[src/osd_pkg.sv]
package osd_pkg;

  // Fixed widths of the result and configuration ports
  localparam int unsigned KEPT_W     = 7;
  localparam int unsigned CFG_IDX_W  = 8;
  localparam int unsigned CFG_DATA_W = 8;

  // Configuration register indexes
  localparam logic [CFG_IDX_W-1:0] CFG_ORDER_DESC = 8'd0;
  localparam logic [CFG_IDX_W-1:0] CFG_DROP_DUP   = 8'd1;

  // Controller states
  typedef enum logic [1:0] {
    ST_LOAD,
    ST_EMIT,
    ST_DONE
  } osd_state_e;

  // What every cell of the chain does in a cycle
  typedef enum logic [1:0] {
    CELL_HOLD,
    CELL_INSERT,
    CELL_SHIFT_DN,
    CELL_SHIFT_UP
  } osd_cell_op_e;

  typedef struct packed {
    osd_cell_op_e op;
  } osd_cell_ctrl_t;

  // Control from the sequencer to the output stage
  typedef struct packed {
    logic pop;
    logic finish;
    logic dedup;
    logic ovf;
  } osd_out_ctrl_t;

endpackage

[src/osd_out.sv]
// Output stage: holds the last kept value back one step so the final
// result of a batch can carry run_last and the kept count.
module osd_out #(
  parameter int unsigned VALUE_BITS = 60,
  parameter int unsigned KW         = 7
) (
  input  logic                          clk_i,
  input  logic                          rst_ni,
  input  osd_pkg::osd_out_ctrl_t        ctrl_i,
  input  logic [VALUE_BITS-1:0]         cand_i,
  output logic                          res_valid_o,
  output logic [VALUE_BITS-1:0]         res_value_o,
  output logic                          res_last_o,
  output logic [osd_pkg::KEPT_W-1:0]    res_count_o,
  output logic                          res_ovf_o
);

  logic [VALUE_BITS-1:0]      pend_q;
  logic [KW-1:0]              kept_q, kept_d;
  logic                       keep;
  logic                       emit_mid;
  logic                       res_valid_q, res_valid_d;
  logic [VALUE_BITS-1:0]      res_value_q;
  logic                       res_last_q;
  logic [osd_pkg::KEPT_W-1:0] res_count_q, res_count_d;
  logic                       res_ovf_q;

  // A popped value is kept unless dedup is on and it repeats the last kept one
  assign keep     = ctrl_i.pop &&
                    ((kept_q == '0) || !ctrl_i.dedup || (cand_i != pend_q));
  assign emit_mid = keep && (kept_q != '0);

  always_comb begin
    kept_d = kept_q;
    if (ctrl_i.finish) begin
      kept_d = '0;
    end else if (keep) begin
      kept_d = kept_q + 1'b1;
    end
    res_valid_d = emit_mid || ctrl_i.finish;
    res_count_d = ctrl_i.finish ? osd_pkg::KEPT_W'(kept_q) : '0;
  end

  always_ff @(posedge clk_i or negedge rst_ni) begin
    if (!rst_ni) begin
      kept_q      <= '0;
      res_valid_q <= 1'b0;
    end else begin
      kept_q      <= kept_d;
      res_valid_q <= res_valid_d;
    end
  end

  // Payload registers
  always_ff @(posedge clk_i) begin
    if (keep) begin
      pend_q <= cand_i;
    end
    if (res_valid_d) begin
      res_value_q <= pend_q;
      res_last_q  <= ctrl_i.finish;
      res_count_q <= res_count_d;
      res_ovf_q   <= ctrl_i.ovf;
    end
  end

  assign res_valid_o = res_valid_q;
  assign res_value_o = res_value_q;
  assign res_last_o  = res_last_q;
  assign res_count_o = res_count_q;
  assign res_ovf_o   = res_ovf_q;

endmodule

[config.mk]
export PLATFORM = sky130hd
export DESIGN_NAME = osd_out
export DESIGN_NICKNAME = d
export VERILOG_FILES = /design/src/osd_pkg.sv /design/src/osd_out.sv
export SDC_FILE = /design/constraint.sdc
export NUM_CORES = 1
export LEC_CHECK = 0
export ABC_AREA = 1
export BUFFER_PORTS_ARGS = -buffer_cell sky130_fd_sc_hd__buf_4
export CORE_MARGIN = 4
export CORE_UTILIZATION = 40
export DETAILED_ROUTE_END_ITERATION = 8
export MAX_ROUTING_LAYER = met4
export PLACE_DENSITY = 0.68
export SLEW_MARGIN = 25
export SYNTH_ARGS = -nofsm -noshare
export SYNTH_HDL_FRONTEND = slang
export SYNTH_SLANG_ARGS = --single-unit
[constraint.sdc]
create_clock -name clk_i -period 3.72 [get_ports clk_i]
set_clock_uncertainty 0.15 [all_clocks]
set_input_delay 0.558 -clock clk_i [delete_from_list [all_inputs] [get_ports clk_i]]
set_output_delay 0.558 -clock clk_i [all_outputs]
set_load 0.01 [all_outputs]
==> flow_summary.json <==
{
  "tns_ps": 0,
  "status": "finished, final reports clean",
  "worst-setup-path-type": "flop to flop",
  "nFillCells": 1215,
  "maxSlewViolCount": 0,
  "numCtsBuffers": 17,
  "cts_max_level": 4,
  "rsz0062_at_grt": "false",
  "clock-sinks": 137,
  "place_hpwl_um": 8714,
  "syn_nets": 602,
  "antenna_left": 0,
  "clkSlewWorstSetupHoldPaths_ps": 60,
  "dr.pass1.iters": 4,
  "total_power_mw": 4.059,
  "seq_area_frac_synth_pct": 71.40,
  "netlist_area_sq_mm": 0.005705,
  "core_area_sq_mm": 0.01393,
  "fmaxAchievable_mhz": 362.4,
  "yosysTopAreaCell": "edfxtp_1",
  "power_density_mw_per_mm2": 536.8,
  "stdcell_area_sq_mm": 0.007562,
  "io_buffers": 135,
  "p_leak_nw": 3.708,
  "yosys_warnings": 0,
  "wl_per_cell_um": 13.89,
  "grt_pass1_vias": 3949,
  "gp_congestion": 0.7469,
  "cts-root-buf": "clkbuf_16",
  "cp_common_cell": "nand2_1",
  "hold_viol": 0,
  "end_kind": "flop",
  "startpoint_type": "flop",
  "antenna_found_initial": 0,
  "antenna_cells": 0,
  "worstMarginPinSlew_ps": 946.8,
  "period_needed_ps": 2760,
  "yosysTopAreaCellShare_pct": 67.89,
  "via_per_inst": 4.423,
  "place_inst": 847,
  "hold_slack_ps": 172.3,
  "drc": 0,
  "max_cap_violations": 0,
  "synth-async-reset-ratio_pct": 5.839,
  "overflow": 0,
  "nets": 755,
  "tritoncts": "yes",
  "critical_path.max_stage_delay_ps": 500,
  "groute.usage.overall_pct": 15.97,
  "peakVddDrop_uv": 267.7,
  "crit_fanout": 70,
  "die_w_um": 127.4,
  "synth_cell_types": 20,
  "layout.cells.non_filler": 879,
  "drtIter0Drc": 333,
  "vias": 3888,
  "ys.flop_type": "edfxtp_1",
  "avgSynthCellArea_sq_um": 10.68,
  "setup_viol": 0,
  "rows": 43,
  "synth_area_leaders": "edfxtp_1 (68%), nand2_1 (12%), inv_1 (7.8%)",
  "yosysMostFrequentCell": "nand2_1",
  "start_util_pct": 40.94,
  "hold_path.class": "input pin to flop",
  "cpMaxStageDelayCell": "nand2_4",
  "grt_pass1_wl_um": 19200,
  "ios": 136,
  "synthCells": 534,
  "finalCritPeriodShare_pct": 74.18,
  "totalWireLength_um": 12210,
  "drive_above_1_share_pct": 24.18,
  "syn2layout_area_growth_pct": 32.54,
  "ys_ff_latch": 137,
  "cp_cell_sequence": "inv_1, ha_1, inv_1, nor2_1, nand3_1, nand2_1, nor2_1, nand2_1, nor2_2, nand2_4, nand2_8, inv_2, nand2_1, nand2_4",
  "clockBufferDepth": 2,
  "grt_max_degree": 71,
  "dieArea_sq_mm": 0.01624,
  "required_ps": 3520,
  "synth_edf_count": 129,
  "slew-limit-headroom_pct": 36.88,
  "arrival_ps": 2560,
  "synth_common_cells": "nand2_1 (187), edfxtp_1 (129), inv_1 (119), nor2_1 (43), nand3_1 (11)",
  "fp.dieH_um": 127.4,
  "postPlaceCellArea_sq_mm": 0.006939,
  "clock_latency_ps": 420
}
## through the flow
step           util [%]  setup WS [ps]
6_report          54.27          960.5
5_1_grt           54.27          737.6
4_1_cts           54.27          942.7
3_5_place_dp      49.80          780.9
3_3_place_gp      49.80          811.1
2_1_floorplan         -          280.3
## timing repair
action                                 4_1_cts  5_1_grt
setup buffers                                0        0
endpoints found under the hold margin        8        0
resized for setup                            0        0
hold buffers                                 1        0
## placed cells by master, fill, tap and decap left out, types with 2 or more instances in the layout
cell type and count:
clkbuf_16 17, nor2_2 4, nand2_4 2, inv_1 119, xnor2_1 2, nand4_1 7
bufinv_16 5, nand3b_1 2, clkinv_2 3, ha_1 2, clkbuf_1 2, o21ai_1 5
dfrtp_1 8, nand3_1 11, xor2_1 4, edfxtp_1 129, o21ai_0 5, nand2_1 186
clkinv_1 4, nor2_1 43, buf_4 136
## critical path, delay by kind of cell, from the launching register on
kind,cells,cell delay (ps)
buffers and inverters,3,180
adder cells (fa/ha/maj),1,200
flip-flops,1,410
AND/OR/NAND/NOR,10,1310
## metal layers
| metal | GRT usage [%] | vias to the layer above | wire length [um] |
|---|---|---|---|
| met5 | - | - | 0 |
| met4 | 6.877 | 0 | 263 |
| met3 | 5.351 | 23 | 1030 |
| met2 | 24.99 | 131 | 5867 |
| met1 | 18.93 | 1764 | 5047 |
| li1 | - | 1970 | - |
## power by group
part | internal [mW] | total (mW) | leakage [nW] | switching, mW
logic | 0.175 | 0.385 | 2.02 | 0.210
registers | 1.84 | 1.90 | 1.38 | 0.0625
clock network | 1.17 | 1.77 | 0.301 | 0.599
## worst paths after layout
check | startpoint | endpoint | slack, ps | cells past startpoint
min in group asynchronous | rst_ni | kept_q[2] | 360 | 2
max in group asynchronous | rst_ni | kept_q[6] | 2930 | 2
worst max register to register | kept_q[0] | res_ovf_o | 960 | 14
worst min register to register | pend_q[12] | res_value_o[12] | 300 | 0
worst min-delay path | ctrl_i[0] | res_ovf_o | 170 | 1
worst max-delay path | kept_q[0] | res_ovf_o | 960 | 14
## cells by family (layout without fill, tap and decap cells)
kind of cell / Yosys count / after routing / share of synthesized area (%)
simple gates: 256 / 256 / 18.11
buf+inv: 123 / 288 / 8.245
fa+ha+maj: 2 / 2 / 0.4385
compound gates: 10 / 10 / 0.8771
flops: 137 / 137 / 71.40
xor+xnor: 6 / 6 / 0.9210
## area by class of cell
cell class / count / area [sq um] / area share [%]
multi-input combinational: 274 / 1169 / 15.45
sequential: 137 / 4074 / 53.87
inverter: 120 / 450.4 / 5.956
tap: 180 / 225.2 / 2.978
clock inverter: 12 / 180.2 / 2.383
timing repair buffer: 137 / 1031 / 13.63
clock buffer: 19 / 432.9 / 5.725
## flip-flops by register name, summed over array words and instances (netlist names)
name,count
res_ovf_o,1
res_value_o,60
res_last_o,1
res_count_o,7
res_valid_o,1
kept_q,7
pend_q,60
Power figures use the tool's default switching activity.
