--- src/osd_pkg.sv ---
package osd_pkg;

  // Fixed widths of the result and configuration ports
  localparam int unsigned KEPT_W     = 7;
  localparam int unsigned CFG_IDX_W  = 8;
  localparam int unsigned CFG_DATA_W = 8;

  // Configuration register indexes
  localparam logic [CFG_IDX_W-1:0] CFG_ORDER_DESC = 8'd0;
  localparam logic [CFG_IDX_W-1:0] CFG_DROP_DUP   = 8'd1;

  // Controller states
  typedef enum logic [1:0] {
    ST_LOAD,
    ST_EMIT,
    ST_DONE
  } osd_state_e;

  // What every cell of the chain does in a cycle
  typedef enum logic [1:0] {
    CELL_HOLD,
    CELL_INSERT,
    CELL_SHIFT_DN,
    CELL_SHIFT_UP
  } osd_cell_op_e;

  typedef struct packed {
    osd_cell_op_e op;
  } osd_cell_ctrl_t;

  // Control from the sequencer to the output stage
  typedef struct packed {
    logic pop;
    logic finish;
    logic dedup;
    logic ovf;
  } osd_out_ctrl_t;

endpackage

--- src/osd_cell.sv ---
// One cell of the sorted chain; the chain is kept ascending from cell 0.
module osd_cell #(
  parameter int unsigned VALUE_BITS = 60
) (
  input  logic                    clk_i,
  input  logic                    rst_ni,
  input  osd_pkg::osd_cell_ctrl_t ctrl_i,
  input  logic [VALUE_BITS-1:0]   new_value_i,
  input  logic [VALUE_BITS-1:0]   lo_value_i,
  input  logic                    lo_valid_i,
  input  logic                    lo_before_i,
  input  logic [VALUE_BITS-1:0]   hi_value_i,
  input  logic                    hi_valid_i,
  output logic [VALUE_BITS-1:0]   value_o,
  output logic                    valid_o,
  output logic                    before_o
);

  logic [VALUE_BITS-1:0] value_q, value_d;
  logic                  valid_q, valid_d;
  logic                  in_front;

  // New value belongs in front of this cell's entry (empty cells always qualify)
  assign in_front = !valid_q || (new_value_i < value_q);

  always_comb begin
    value_d = value_q;
    valid_d = valid_q;
    unique case (ctrl_i.op)
      osd_pkg::CELL_HOLD: begin
      end
      osd_pkg::CELL_INSERT: begin
        if (in_front && lo_before_i) begin
          value_d = lo_value_i;
          valid_d = lo_valid_i;
        end else if (in_front) begin
          value_d = new_value_i;
          valid_d = 1'b1;
        end
      end
      osd_pkg::CELL_SHIFT_DN: begin
        value_d = hi_value_i;
        valid_d = hi_valid_i;
      end
      osd_pkg::CELL_SHIFT_UP: begin
        value_d = lo_value_i;
        valid_d = lo_valid_i;
      end
      default: begin
      end
    endcase
  end

  // Valid bit is control, value is payload
  always_ff @(posedge clk_i or negedge rst_ni) begin
    if (!rst_ni) begin
      valid_q <= 1'b0;
    end else begin
      valid_q <= valid_d;
    end
  end

  always_ff @(posedge clk_i) begin
    value_q <= value_d;
  end

  assign value_o  = value_q;
  assign valid_o  = valid_q;
  assign before_o = in_front;

endmodule

--- config.mk ---
export PLATFORM = sky130hd
export DESIGN_NAME = osd_cell
export DESIGN_NICKNAME = d
export VERILOG_FILES = /design/src/osd_pkg.sv /design/src/osd_cell.sv
export SDC_FILE = /design/constraint.sdc
export NUM_CORES = 1
export LEC_CHECK = 0
export ABC_AREA = 1
export BUFFER_PORTS_ARGS = -buffer_cell sky130_fd_sc_hd__buf_2
export CORE_MARGIN = 4
export CORE_UTILIZATION = 25
export CTS_CLUSTER_DIAMETER = 30
export DETAILED_ROUTE_END_ITERATION = 7
export PLACE_DENSITY_LB_ADDON = 0.3
export SYNTH_ARGS = -nofsm -noshare
export SYNTH_HDL_FRONTEND = slang
export SYNTH_SLANG_ARGS = --single-unit
--- constraint.sdc ---
create_clock -name clk_i -period 8.67 [get_ports clk_i]
set_input_delay 0.4335 -clock clk_i [delete_from_list [all_inputs] [get_ports clk_i]]
set_output_delay 0.4335 -clock clk_i [all_outputs]
set_load 0.02 [all_outputs]
==> flow_metrics.py, run 1 <==
metrics = {
    "outcome": {
        "status": "finished, final reports clean",
    },
    "yosys": {
        "synth_top_family_by_area": "simple AND/OR/NAND/NOR gates",
        "ys_warn_count": 0,
        "synth_nets": 1110,
        "syn_avg_cell_area_um2": 7.04,
        "ys_seq_area_share_pct": 30.1,
        "yosys.area_share.xor_xnor_pct": 0,
        "yosysUniqueCellTypes": 29,
        "synthMuxAreaShare_pct": 0,
        "synth_common_cells": "199 x inv_1, 193 x nand2_1, 78 x nor2_1",
        "synth.most_common_cell": "inv_1",
        "ys.flop_type": "edfxtp_1",
        "yosys.area.top_type": "edfxtp_1",
        "ys_ff_latch": 61,
        "synth-edff-count": 60,
        "synth.area.top_cells": "edfxtp_1 30%, inv_1 12%, ha_1 12%",
        "synthSimpleGateAreaFrac_pct": 23.5,
        "synth_top_area_share_pct": 29.6,
        "synth_compound_area_share_pct": 18.0,
        "synth_fa_ha_area_share_pct": 12.1,
        "syn_inst": 864,
        "synthesis.area_um2": 6080,
        "async_reset_ff_share_pct": 1.64,
    },
    "power_and_ir_drop": {
        "p_sw_uw": 437,
        "share_comb_of_total_power_pct": 35.2,
        "intPower_uw": 791,
        "swShare_pct": 35.6,
        "seqPwrFrac_pct": 32.9,
        "powerDensity_nw_per_um2": 156,
        "vdd_drop_max_mv": 0.0623,
        "clock_power_share_pct": 31.9,
        "p_leak_uw": 0.00451,
        "total_power_uw": 1230,
    },
    "timing": {
        "finClkSkew_ps": 11.7,
        "rsz0062_at_grt": "no",
        "drv_slew": 0,
        "finalSetupViolCount": 0,
        "final.setup.tns_ps": 0,
        "report.final.hold_viol_count": 0,
        "worstMarginPinSlew_ps": 953,
        "period_share_pct": 39.5,
        "layout_min_cycle_time_ps": 3420,
        "fmax_mhz": 292,
        "max_slew_margin_pct": 36.4,
    },
    "floorplanning": {
        "die_y_um": 164,
        "dieArea_um2": 26900,
        "start_util_pct": 25.7,
        "rows": 56,
        "coreArea_um2": 23700,
        "pin_count": 249,
        "die_x_um": 164,
    },
    "final_layout": {
        "synthToLayoutAreaGrowth_pct": 29.4,
        "final_nets": 1337,
        "n_fill_cell": 2650,
        "drive_above_1_share_pct": 29.0,
    },
    "worst_setup_path": {
        "path_common_cell": "nand2_1",
        "worstSetupStartpointType": "flip-flop",
        "max_stage_delay_ps": 650,
        "worstPathCellList": "inv_1, ha_1, nand2_1, nor2_1, and2_1, nand2_1, nor2_1, nand2_1, nand2_1, nand2_1, nand2_2, nand2_4, nand2_4, buf_4, nand2_1, nand2_1, o21bai_2",
        "critPathTopFamily": "simple AND/OR/NAND/NOR gates",
        "rrSetupSlack_ps": 5250,
        "crit_required_ps": 8760,
        "r2r-start": "value_o[27]$_DFFE_PP_",
        "end_kind": "flip-flop",
        "cp_slowest_cell": "buf_4",
        "crit_fanout": 62,
        "critPathArrivalTime_ps": 3510,
        "crit_buf_inv": 2,
        "r2r-end": "value_o[40]$_DFFE_PP_",
        "reg2reg_depth": 17,
        "crit_start": "value_o[27]$_DFFE_PP_",
        "critPathKind": "flip-flop to flip-flop",
    },
    "clock_network": {
        "root_buffer": "clkbuf_16",
        "tritoncts": "yes",
        "postCtsSetupBuffers": 0,
        "clock-sinks": 61,
        "clk_latency_ps": 340,
        "numCtsBuffers": 9,
        "path_clk_slew_ps": 60,
        "ctsHtreeMaxLevel": 3,
        "cts_max_path_buffers": 2,
    },
    "route": {
        "num_vias": 6061,
        "ant_nets": 0,
        "drc_errors": 0,
        "dr.pass1.iters": 5,
        "wl_per_cell_um": 14.4,
        "drt_iter0_drc": 293,
        "wl_um": 20300,
        "vias_per_cell": 4.28,
    },
    "global_routing": {
        "gr-usage-all-layers_pct": 14.7,
        "antenna_found_initial": 1,
        "grt_pass1_wl_um": 30800,
        "grt_overflow": 0,
        "grt_max_degree": 63,
        "grt_pass1_vias": 5880,
    },
    "worst_hold_path": {
        "hp-class": "input port to async pin",
    },
    "placement": {
        "port_buffers": 248,
        "gp_congestion": 0.806,
        "hpwlAfterDp_um": 15200,
    },
    "job": {
        "maxCapViolCount": 0,
    },
}
[cells by family (layout without fill, tap and decap cells)]
group / Yosys count / after routing
AO/OA/AOI/OAI: 155 / 155
adder cells (fa/ha/maj): 59 / 59
buffers and inverters: 240 / 472
flip-flops: 61 / 61
other: 0 / 1
AND/OR/NAND/NOR: 349 / 349
[cells in the final DEF, fill, tap and decap left out, types with 2 or more instances in the layout]
cell	instances
a21o_1	2
a21oi_1	23
buf_2	248
buf_4	7
bufinv_16	2
clkbuf_16	9
clkinv_1	2
clkinv_2	2
edfxtp_1	60
ha_1	59
inv_1	199
nand2_1	192
nand2_2	2
nand2_4	3
nand3_1	65
nand4_1	4
nor2_1	78
o21a_1	2
o21ai_0	66
o21bai_1	20
o21bai_2	40
[through the flow]
stage | instance area (µm²) | hold slack, ps | instances | setup WS [ps] | utilization [%]
finish | 7860 | 439 | 1416 | 5250 | 33.2
CTS | 7860 | 421 | 1415 | 5170 | 33.2
global route | 7860 | 431 | 1416 | 4800 | 33.2
detailed placement | 7540 | 209 | 1398 | 5000 | 31.9
floorplan | 6080 | 138 | 864 | 5310 | -
global placement | 7540 | 209 | 1398 | 5020 | 31.9
[worst max-delay path by stage]
stage | endpoint | depth (start not counted)
global route | value_o[37]$_DFFE_PP_ | 18
detailed placement | value_o[40]$_DFFE_PP_ | 17
floorplan | value_o[0]$_DFFE_PP_ | 14
global placement | value_o[31]$_DFFE_PP_ | 17
CTS | value_o[40]$_DFFE_PP_ | 17
finish | value_o[40]$_DFFE_PP_ | 17
[registers in the layout, summed over array words and instances, names as in the netlist]
name and count:
value_o 60, valid_o 1
[layout make-up]
| type | instances | area, µm² | share of cell area, % |
|---|---|---|---|
| Multi-Input combinational cell | 563 | 3270 | 41.6 |
| Sequential cell | 61 | 1830 | 23.2 |
| Timing Repair Buffer | 256 | 1300 | 16.6 |
| Inverter | 200 | 751 | 9.55 |
| Tap cell | 319 | 399 | 5.08 |
| Clock buffer | 10 | 229 | 2.91 |
| Clock inverter | 6 | 77.6 | 0.987 |
| Antenna cell | 1 | 2.50 | 0.0318 |
[power groups by stage]
stage | Combinational [µW] | Clock (µW) | Sequential (µW)
after global placement | 433 | 0 | 411
final | 432 | 392 | 404
after detailed placement | 437 | 0 | 411
after global routing | 490 | 419 | 409
after CTS | 440 | 406 | 405
after floorplan | 236 | 0 | 459
[routing by layer]
| layer | global-route usage (%) | wire length (µm) | vias up |
|---|---|---|---|
| met4 | 3.93 | 269 | 0 |
| met2 | 25.0 | 9730 | 173 |
| li1 | - | - | 3165 |
| met3 | 2.76 | 1140 | 16 |
| met5 | 0 | 0 | - |
| met1 | 19.0 | 9200 | 2707 |
[timing repair]
item / CTS / global route
hold endpoints to repair: 1 / 0
hold buffers: 1 / 0
resized for setup: 0 / 0
Power figures use the tool's default switching activity.
==> run 2, diff against run 1 <==
- clock period: 8.67 -> 3.47 ns (I/O delays scaled with it)
==> run 2 against run 1 <==
Net effect: sequential cell count unchanged; first-iteration DRC count up 7.8%; non-clock buffer count unchanged; clock skew down 2.1 ps; via count down 0.23%; critical path type unchanged; critical endpoint is now value_o[43]$_DFFE_PP_; largest cell class unchanged.
==> flow_metrics.py, run 2 (synthesized netlist as in run 1, its figures left out) <==
metrics = {
    "outcome": {
        "status": "finished, final reports clean",
    },
    "route": {
        "dr.pass1.iters": 5,
        "met2RoutedLength_um": 9590,
        "top_layer": "met5",
        "num_vias": 6047,
        "drt_iter0_drc": 316,
        "wl_um": 20100,
        "wl_met1_um": 8790,
        "wl_per_cell_um": 14.2,
        "wl_met3_um": 1260,
        "ant_nets": 0,
        "vias_per_cell": 4.27,
        "drc_errors": 0,
    },
    "timing": {
        "rsz0062_at_grt": "no",
        "period_share_pct": 71.9,
        "finalSetupViolCount": 0,
        "final.setup.tns_ps": 0,
        "max_slew_margin_pct": 42.1,
        "drv_slew": 0,
        "fmax_mhz": 401,
        "worstMarginPinSlew_ps": 868,
        "report.final.hold_viol_count": 0,
        "layout_min_cycle_time_ps": 2500,
        "finClkSkew_ps": 9.65,
    },
    "worst_setup_path": {
        "crit_fanout": 59,
        "critPathKind": "flip-flop to flip-flop",
        "max_stage_delay_ps": 360,
        "worstSetupStartpointType": "flip-flop",
        "worstPathCellList": "inv_1, ha_1, nand2_1, nor2_1, nand2_1, nor2_1, nor2_1, nand2_1, nand2_1, nand2_1, nand2_1, nand2_2, nand2_4, nand2_4, buf_12, nand2_1, nand2_1, o21bai_2",
        "path_common_cell": "nand2_1",
        "cp_slowest_cell": "edfxtp_1",
        "critPathArrivalTime_ps": 2580,
        "end_kind": "flip-flop",
        "crit_required_ps": 3560,
    },
    "global_routing": {
        "grt_overflow": 0,
        "grt_pass1_wl_um": 30600,
        "grt_max_degree": 64,
        "antenna_found_initial": 3,
        "gr-usage-all-layers_pct": 14.5,
        "grt_pass1_vias": 5904,
    },
    "power_and_ir_drop": {
        "powerDensity_nw_per_um2": 380,
        "vdd_drop_max_mv": 0.216,
        "p_leak_uw": 0.00450,
        "total_power_uw": 2990,
    },
    "final_layout": {
        "largest_register_ffs": 60,
        "final_common_cell": "buf_2",
        "n_fill_cell": 2635,
        "final_nets": 1337,
        "synthToLayoutAreaGrowth_pct": 29.6,
        "final_cell_mix": "248 x buf_2, 199 x inv_1, 192 x nand2_1, 78 x nor2_1, 66 x o21ai_0",
        "drive_above_1_share_pct": 28.9,
    },
    "floorplanning": {
        "pin_count": 249,
        "die_y_um": 164,
        "dieArea_um2": 26900,
        "die_x_um": 164,
        "start_util_pct": 25.7,
        "rows": 56,
        "coreArea_um2": 23700,
    },
    "placement": {
        "port_buffers": 248,
        "hpwlAfterDp_um": 14700,
        "gp_congestion": 0.792,
    },
    "worst_hold_path": {
        "hp-class": "input port to async pin",
    },
    "clock_network": {
        "cts_max_path_buffers": 2,
        "clk_latency_ps": 340,
        "tritoncts": "yes",
        "clock-sinks": 61,
        "ctsHtreeMaxLevel": 3,
        "numCtsBuffers": 9,
        "path_clk_slew_ps": 60,
        "root_buffer": "clkbuf_16",
        "cts_resized": 0,
    },
    "job": {
        "maxCapViolCount": 0,
    },
}
[run 2: per-layer routing]
layer / track usage (%) / vias to the layer above
met5: 0 / -
met4: 5.60 / 2
li1: - / 3169
met1: 17.8 / 2691
met3: 3.26 / 25
met2: 24.8 / 160
[run 2: power by group]
group | internal, µW | total [µW] | leakage (µW) | switching [µW]
combinational | 416 | 1090 | 0.00374 | 675
clock | 548 | 895 | 0.000135 | 348
sequential | 948 | 1000 | 0.000627 | 56.8
[run 2: critical path: cells and delay by family, from the launching register on]
family	cells	cell delay (ps)
fa+ha+maj	1	280
buf+inv	2	290
simple gates	14	1200
compound gates	1	60
flops	1	360
[run 2: final cells by class]
| cell class | count | area (µm²) | area share [%] |
|---|---|---|---|
| diodes | 2 | 5.00 | 0.0635 |
| clock buffers | 10 | 229 | 2.91 |
| clock inverters | 6 | 53.8 | 0.683 |
| inverters | 200 | 751 | 9.53 |
| multi-input cells | 563 | 3270 | 41.5 |
| flip-flops and latches | 61 | 1830 | 23.2 |
| well taps | 319 | 399 | 5.07 |
| repair buffers | 256 | 1340 | 17.0 |
[run 2: final timing paths]
check / from / to / slack (ps) / cells after the start
worst max-delay path: value_o[11]$_DFFE_PP_ / value_o[43]$_DFFE_PP_ / 970 / 18
max in group asynchronous: rst_ni / valid_o$_DFFE_PN0P_ / 3210 / 2
worst min-delay path: rst_ni / valid_o$_DFFE_PN0P_ / 180 / 2
worst min register to register: valid_o$_DFFE_PN0P_ / valid_o$_DFFE_PN0P_ / 710 / 2
worst max register to register: value_o[11]$_DFFE_PP_ / value_o[43]$_DFFE_PP_ / 970 / 18
min in group clk_i: lo_value_i[47] / value_o[47]$_DFFE_PP_ / 190 / 3
[run 2: repair_timing]
item	CTS	global route
setup buffers	0	0
endpoints found under the hold margin	1	0
hold buffers	1	0
[run 2: metrics by stage]
stage / std cells / area, µm² / hold slack [ps] / setup slack [ps] / utilization [%]
2_1_floorplan: 864 / 6080 / -122 / 106 / -
3_3_place_gp: 1398 / 7580 / -49.9 / 951 / 32.0
3_5_place_dp: 1398 / 7580 / -51.1 / 903 / 32.0
4_1_cts: 1415 / 7870 / 157 / 887 / 33.2
5_1_grt: 1417 / 7880 / 176 / 689 / 33.3
6_report: 1417 / 7880 / 179 / 974 / 33.3
==> run 3, diff against run 2 <==
- clock period: 3.47 -> 2.4 ns (I/O delays scaled with it)
==> run 3 against run 2 <==
Net effect: the run now ends with setup timing left; critical path depth did not move; utilization is 5.9 points higher; global-route usage up 1.3 points; register-to-register slack got worse by 1000 ps; cell count increased by 4.6%; count of clock-buffer cells in the layout rose by 4; final area up 18%; setup slack got worse by 1000 ps; wire length increased by 14%; sequential share of layout area decreased by 3.5 points; critical endpoint is now value_o[41]$_DFFE_PP_; largest cell class unchanged.
==> flow_metrics.py, run 3 (synthesized netlist as in run 1, its figures left out) <==
metrics = {
    "timing": {
        "max_slew_margin_pct": 47.1,
        "setup_slack_ps": -62.3,
        "drv_slew": 0,
        "worstMarginPinSlew_ps": 793,
        "rsz0062_at_grt": "yes",
        "fmax_mhz": 406,
        "finalSetupViolCount": 81,
        "period_share_pct": 103,
        "finClkSkew_ps": 5.80,
        "report.final.hold_viol_count": 0,
        "layout_min_cycle_time_ps": 2460,
    },
    "global_routing": {
        "antenna_found_initial": 2,
        "grtUsageMet2_pct": 27.2,
        "gr-usage-all-layers_pct": 15.8,
        "grt_pass1_vias": 6319,
        "busiest_layer": "met2",
        "use_met3_pct": 3.29,
        "use_met1_pct": 20.0,
        "grt_pass1_wl_um": 33000,
        "grt_overflow": 0,
        "grt_max_degree": 62,
    },
    "placement": {
        "port_buffers": 248,
        "hpwlAfterDp_um": 15400,
        "gp_congestion": 0.814,
        "dp_cells": 1430,
        "place_area_um2": 7860,
    },
    "route": {
        "ant_nets": 0,
        "vias_per_cell": 4.33,
        "drt_iter0_drc": 276,
        "wl_per_cell_um": 15.4,
        "dr.pass1.iters": 5,
        "wl_um": 22800,
        "num_vias": 6420,
        "drc_errors": 0,
    },
    "floorplanning": {
        "coreArea_um2": 23700,
        "die_y_um": 164,
        "start_util_pct": 25.7,
        "pin_count": 249,
        "dieArea_um2": 26900,
        "die_x_um": 164,
        "rows": 56,
    },
    "worst_setup_path": {
        "crit_fanout": 6,
        "crit_required_ps": 2480,
        "crit_buf_inv": 4,
        "critPathTopFamily": "simple AND/OR/NAND/NOR gates",
        "end_kind": "flip-flop",
        "critPathKind": "flip-flop to flip-flop",
        "critPathArrivalTime_ps": 2550,
        "max_stage_delay_ps": 400,
        "reg2reg_depth": 18,
        "worstPathCellList": "inv_1, ha_4, nand2_4, inv_1, nand2_1, nand3_1, nor2_1, nand2_2, nand2_2, nand2_4, nand2_2, nand2_2, nand2_4, nand2_8, buf_8, clkbuf_16, nor2_2, o21bai_2",
        "cp_slowest_cell": "edfxtp_1",
        "path_depth": 18,
        "path_common_cell": "nand2_2",
        "worstSetupStartpointType": "flip-flop",
    },
    "job": {
        "maxCapViolCount": 0,
    },
    "clock_network": {
        "tritoncts": "yes",
        "numCtsBuffers": 9,
        "clock-sinks": 61,
        "path_clk_slew_ps": 60,
        "ctsHtreeMaxLevel": 3,
        "clk_latency_ps": 340,
        "root_buffer": "clkbuf_16",
        "cts_max_path_buffers": 2,
    },
    "worst_hold_path": {
        "hp-class": "input port to flip-flop",
        "holdPathStages": 3,
    },
    "power_and_ir_drop": {
        "powerDensity_nw_per_um2": 528,
        "p_leak_uw": 0.00501,
        "vdd_drop_max_mv": 0.263,
    },
    "final_layout": {
        "final_cells": 1482,
        "final_nets": 1403,
        "synthToLayoutAreaGrowth_pct": 52.6,
        "largest_register_ffs": 60,
        "final_area_um2": 9270,
        "drive_above_1_share_pct": 40.6,
        "final_common_cell": "buf_2",
        "final_cell_mix": "247 x buf_2, 194 x inv_1, 179 x nand2_1, 65 x nand3_1, 64 x o21ai_0",
        "fin_util_pct": 39.2,
    },
    "outcome": {
        "violations": "setup timing",
        "status": "finished with violations",
    },
}
[run 3: cell types whose count changed in the layout (fill, tap and decap cells not counted), moves of 6 or more]
| cell | delta |
|---|---|
| nand2_2 | +9 |
| nor2_1 | -51 |
| nand2_1 | -13 |
| clkbuf_16 | +10 |
| ha_4 | +13 |
| ha_1 | -13 |
| nor2_4 | +31 |
| nor2_2 | +20 |
| buf_4 | +41 |
| buf_16 | +6 |
[run 3: final timing paths]
path	start	endpoint	slack, ps
worst max register to register	value_o[10]$_DFFE_PP_	value_o[41]$_DFFE_PP_	-60
worst min register to register	valid_o$_DFFE_PN0P_	valid_o$_DFFE_PN0P_	650
worst max-delay path	value_o[10]$_DFFE_PP_	value_o[41]$_DFFE_PP_	-60
min in group asynchronous	rst_ni	valid_o$_DFFE_PN0P_	140
worst min-delay path	lo_value_i[7]	value_o[7]$_DFFE_PP_	130
max in group asynchronous	rst_ni	valid_o$_DFFE_PN0P_	2170
[run 3: worst min-delay path: cells and delay by family]
| kind | cells | cell delay, ps |
|---|---|---|
| and+or+nand+nor | 1 | 40 |
| AOI/OAI and AO/OA | 1 | 120 |
| buffers and inverters | 1 | 90 |
[run 3: what timing repair did]
action	in CTS	in global routing
hold buffers	1	0
setup buffers	10	7
setup endpoints to repair	121	121
endpoints found under the hold margin	1	0
resized for setup	60	92
pin swaps	7	22
gates cloned	5	14
[run 3: routing by layer]
layer  share of wire, %  up-vias
li1                   -     3313
met1                 44     2892
met2                 48      189
met3                5.8       24
met4                1.3        2
met5              0.048        -
[run 3: power breakdown]
group | switching, µW | leakage (µW) | internal, µW
Combinational | 1220 | 0.00425 | 981
Sequential | 85.6 | 0.000627 | 1370
Clock | 488 | 0.000137 | 753
Total | 1790 | 0.00501 | 3100
[run 3: layout make-up]
| type | instances | area (µm²) |
|---|---|---|
| clock buffers | 14 | 264 |
| clock inverters | 2 | 10.0 |
| diodes | 1 | 2.50 |
| well taps | 319 | 399 |
| flip-flops and latches | 61 | 1830 |
| repair buffers | 320 | 2170 |
| inverters | 200 | 751 |
| fillers | 2576 | 14400 |
| multi-input cells | 565 | 3850 |
[run 3: stage by stage]
stage	total power (µW)	TNS, ps	worst slack [ps]	hold slack, ps
after floorplan	2510	0	45.0	-176
after global placement	3170	-7960	-127	-105
after detailed placement	3180	-7740	-136	-104
after CTS	4690	-1.41	-1.41	106
after global routing	5230	-17200	-187	133
final	4890	-2140	-62.3	134
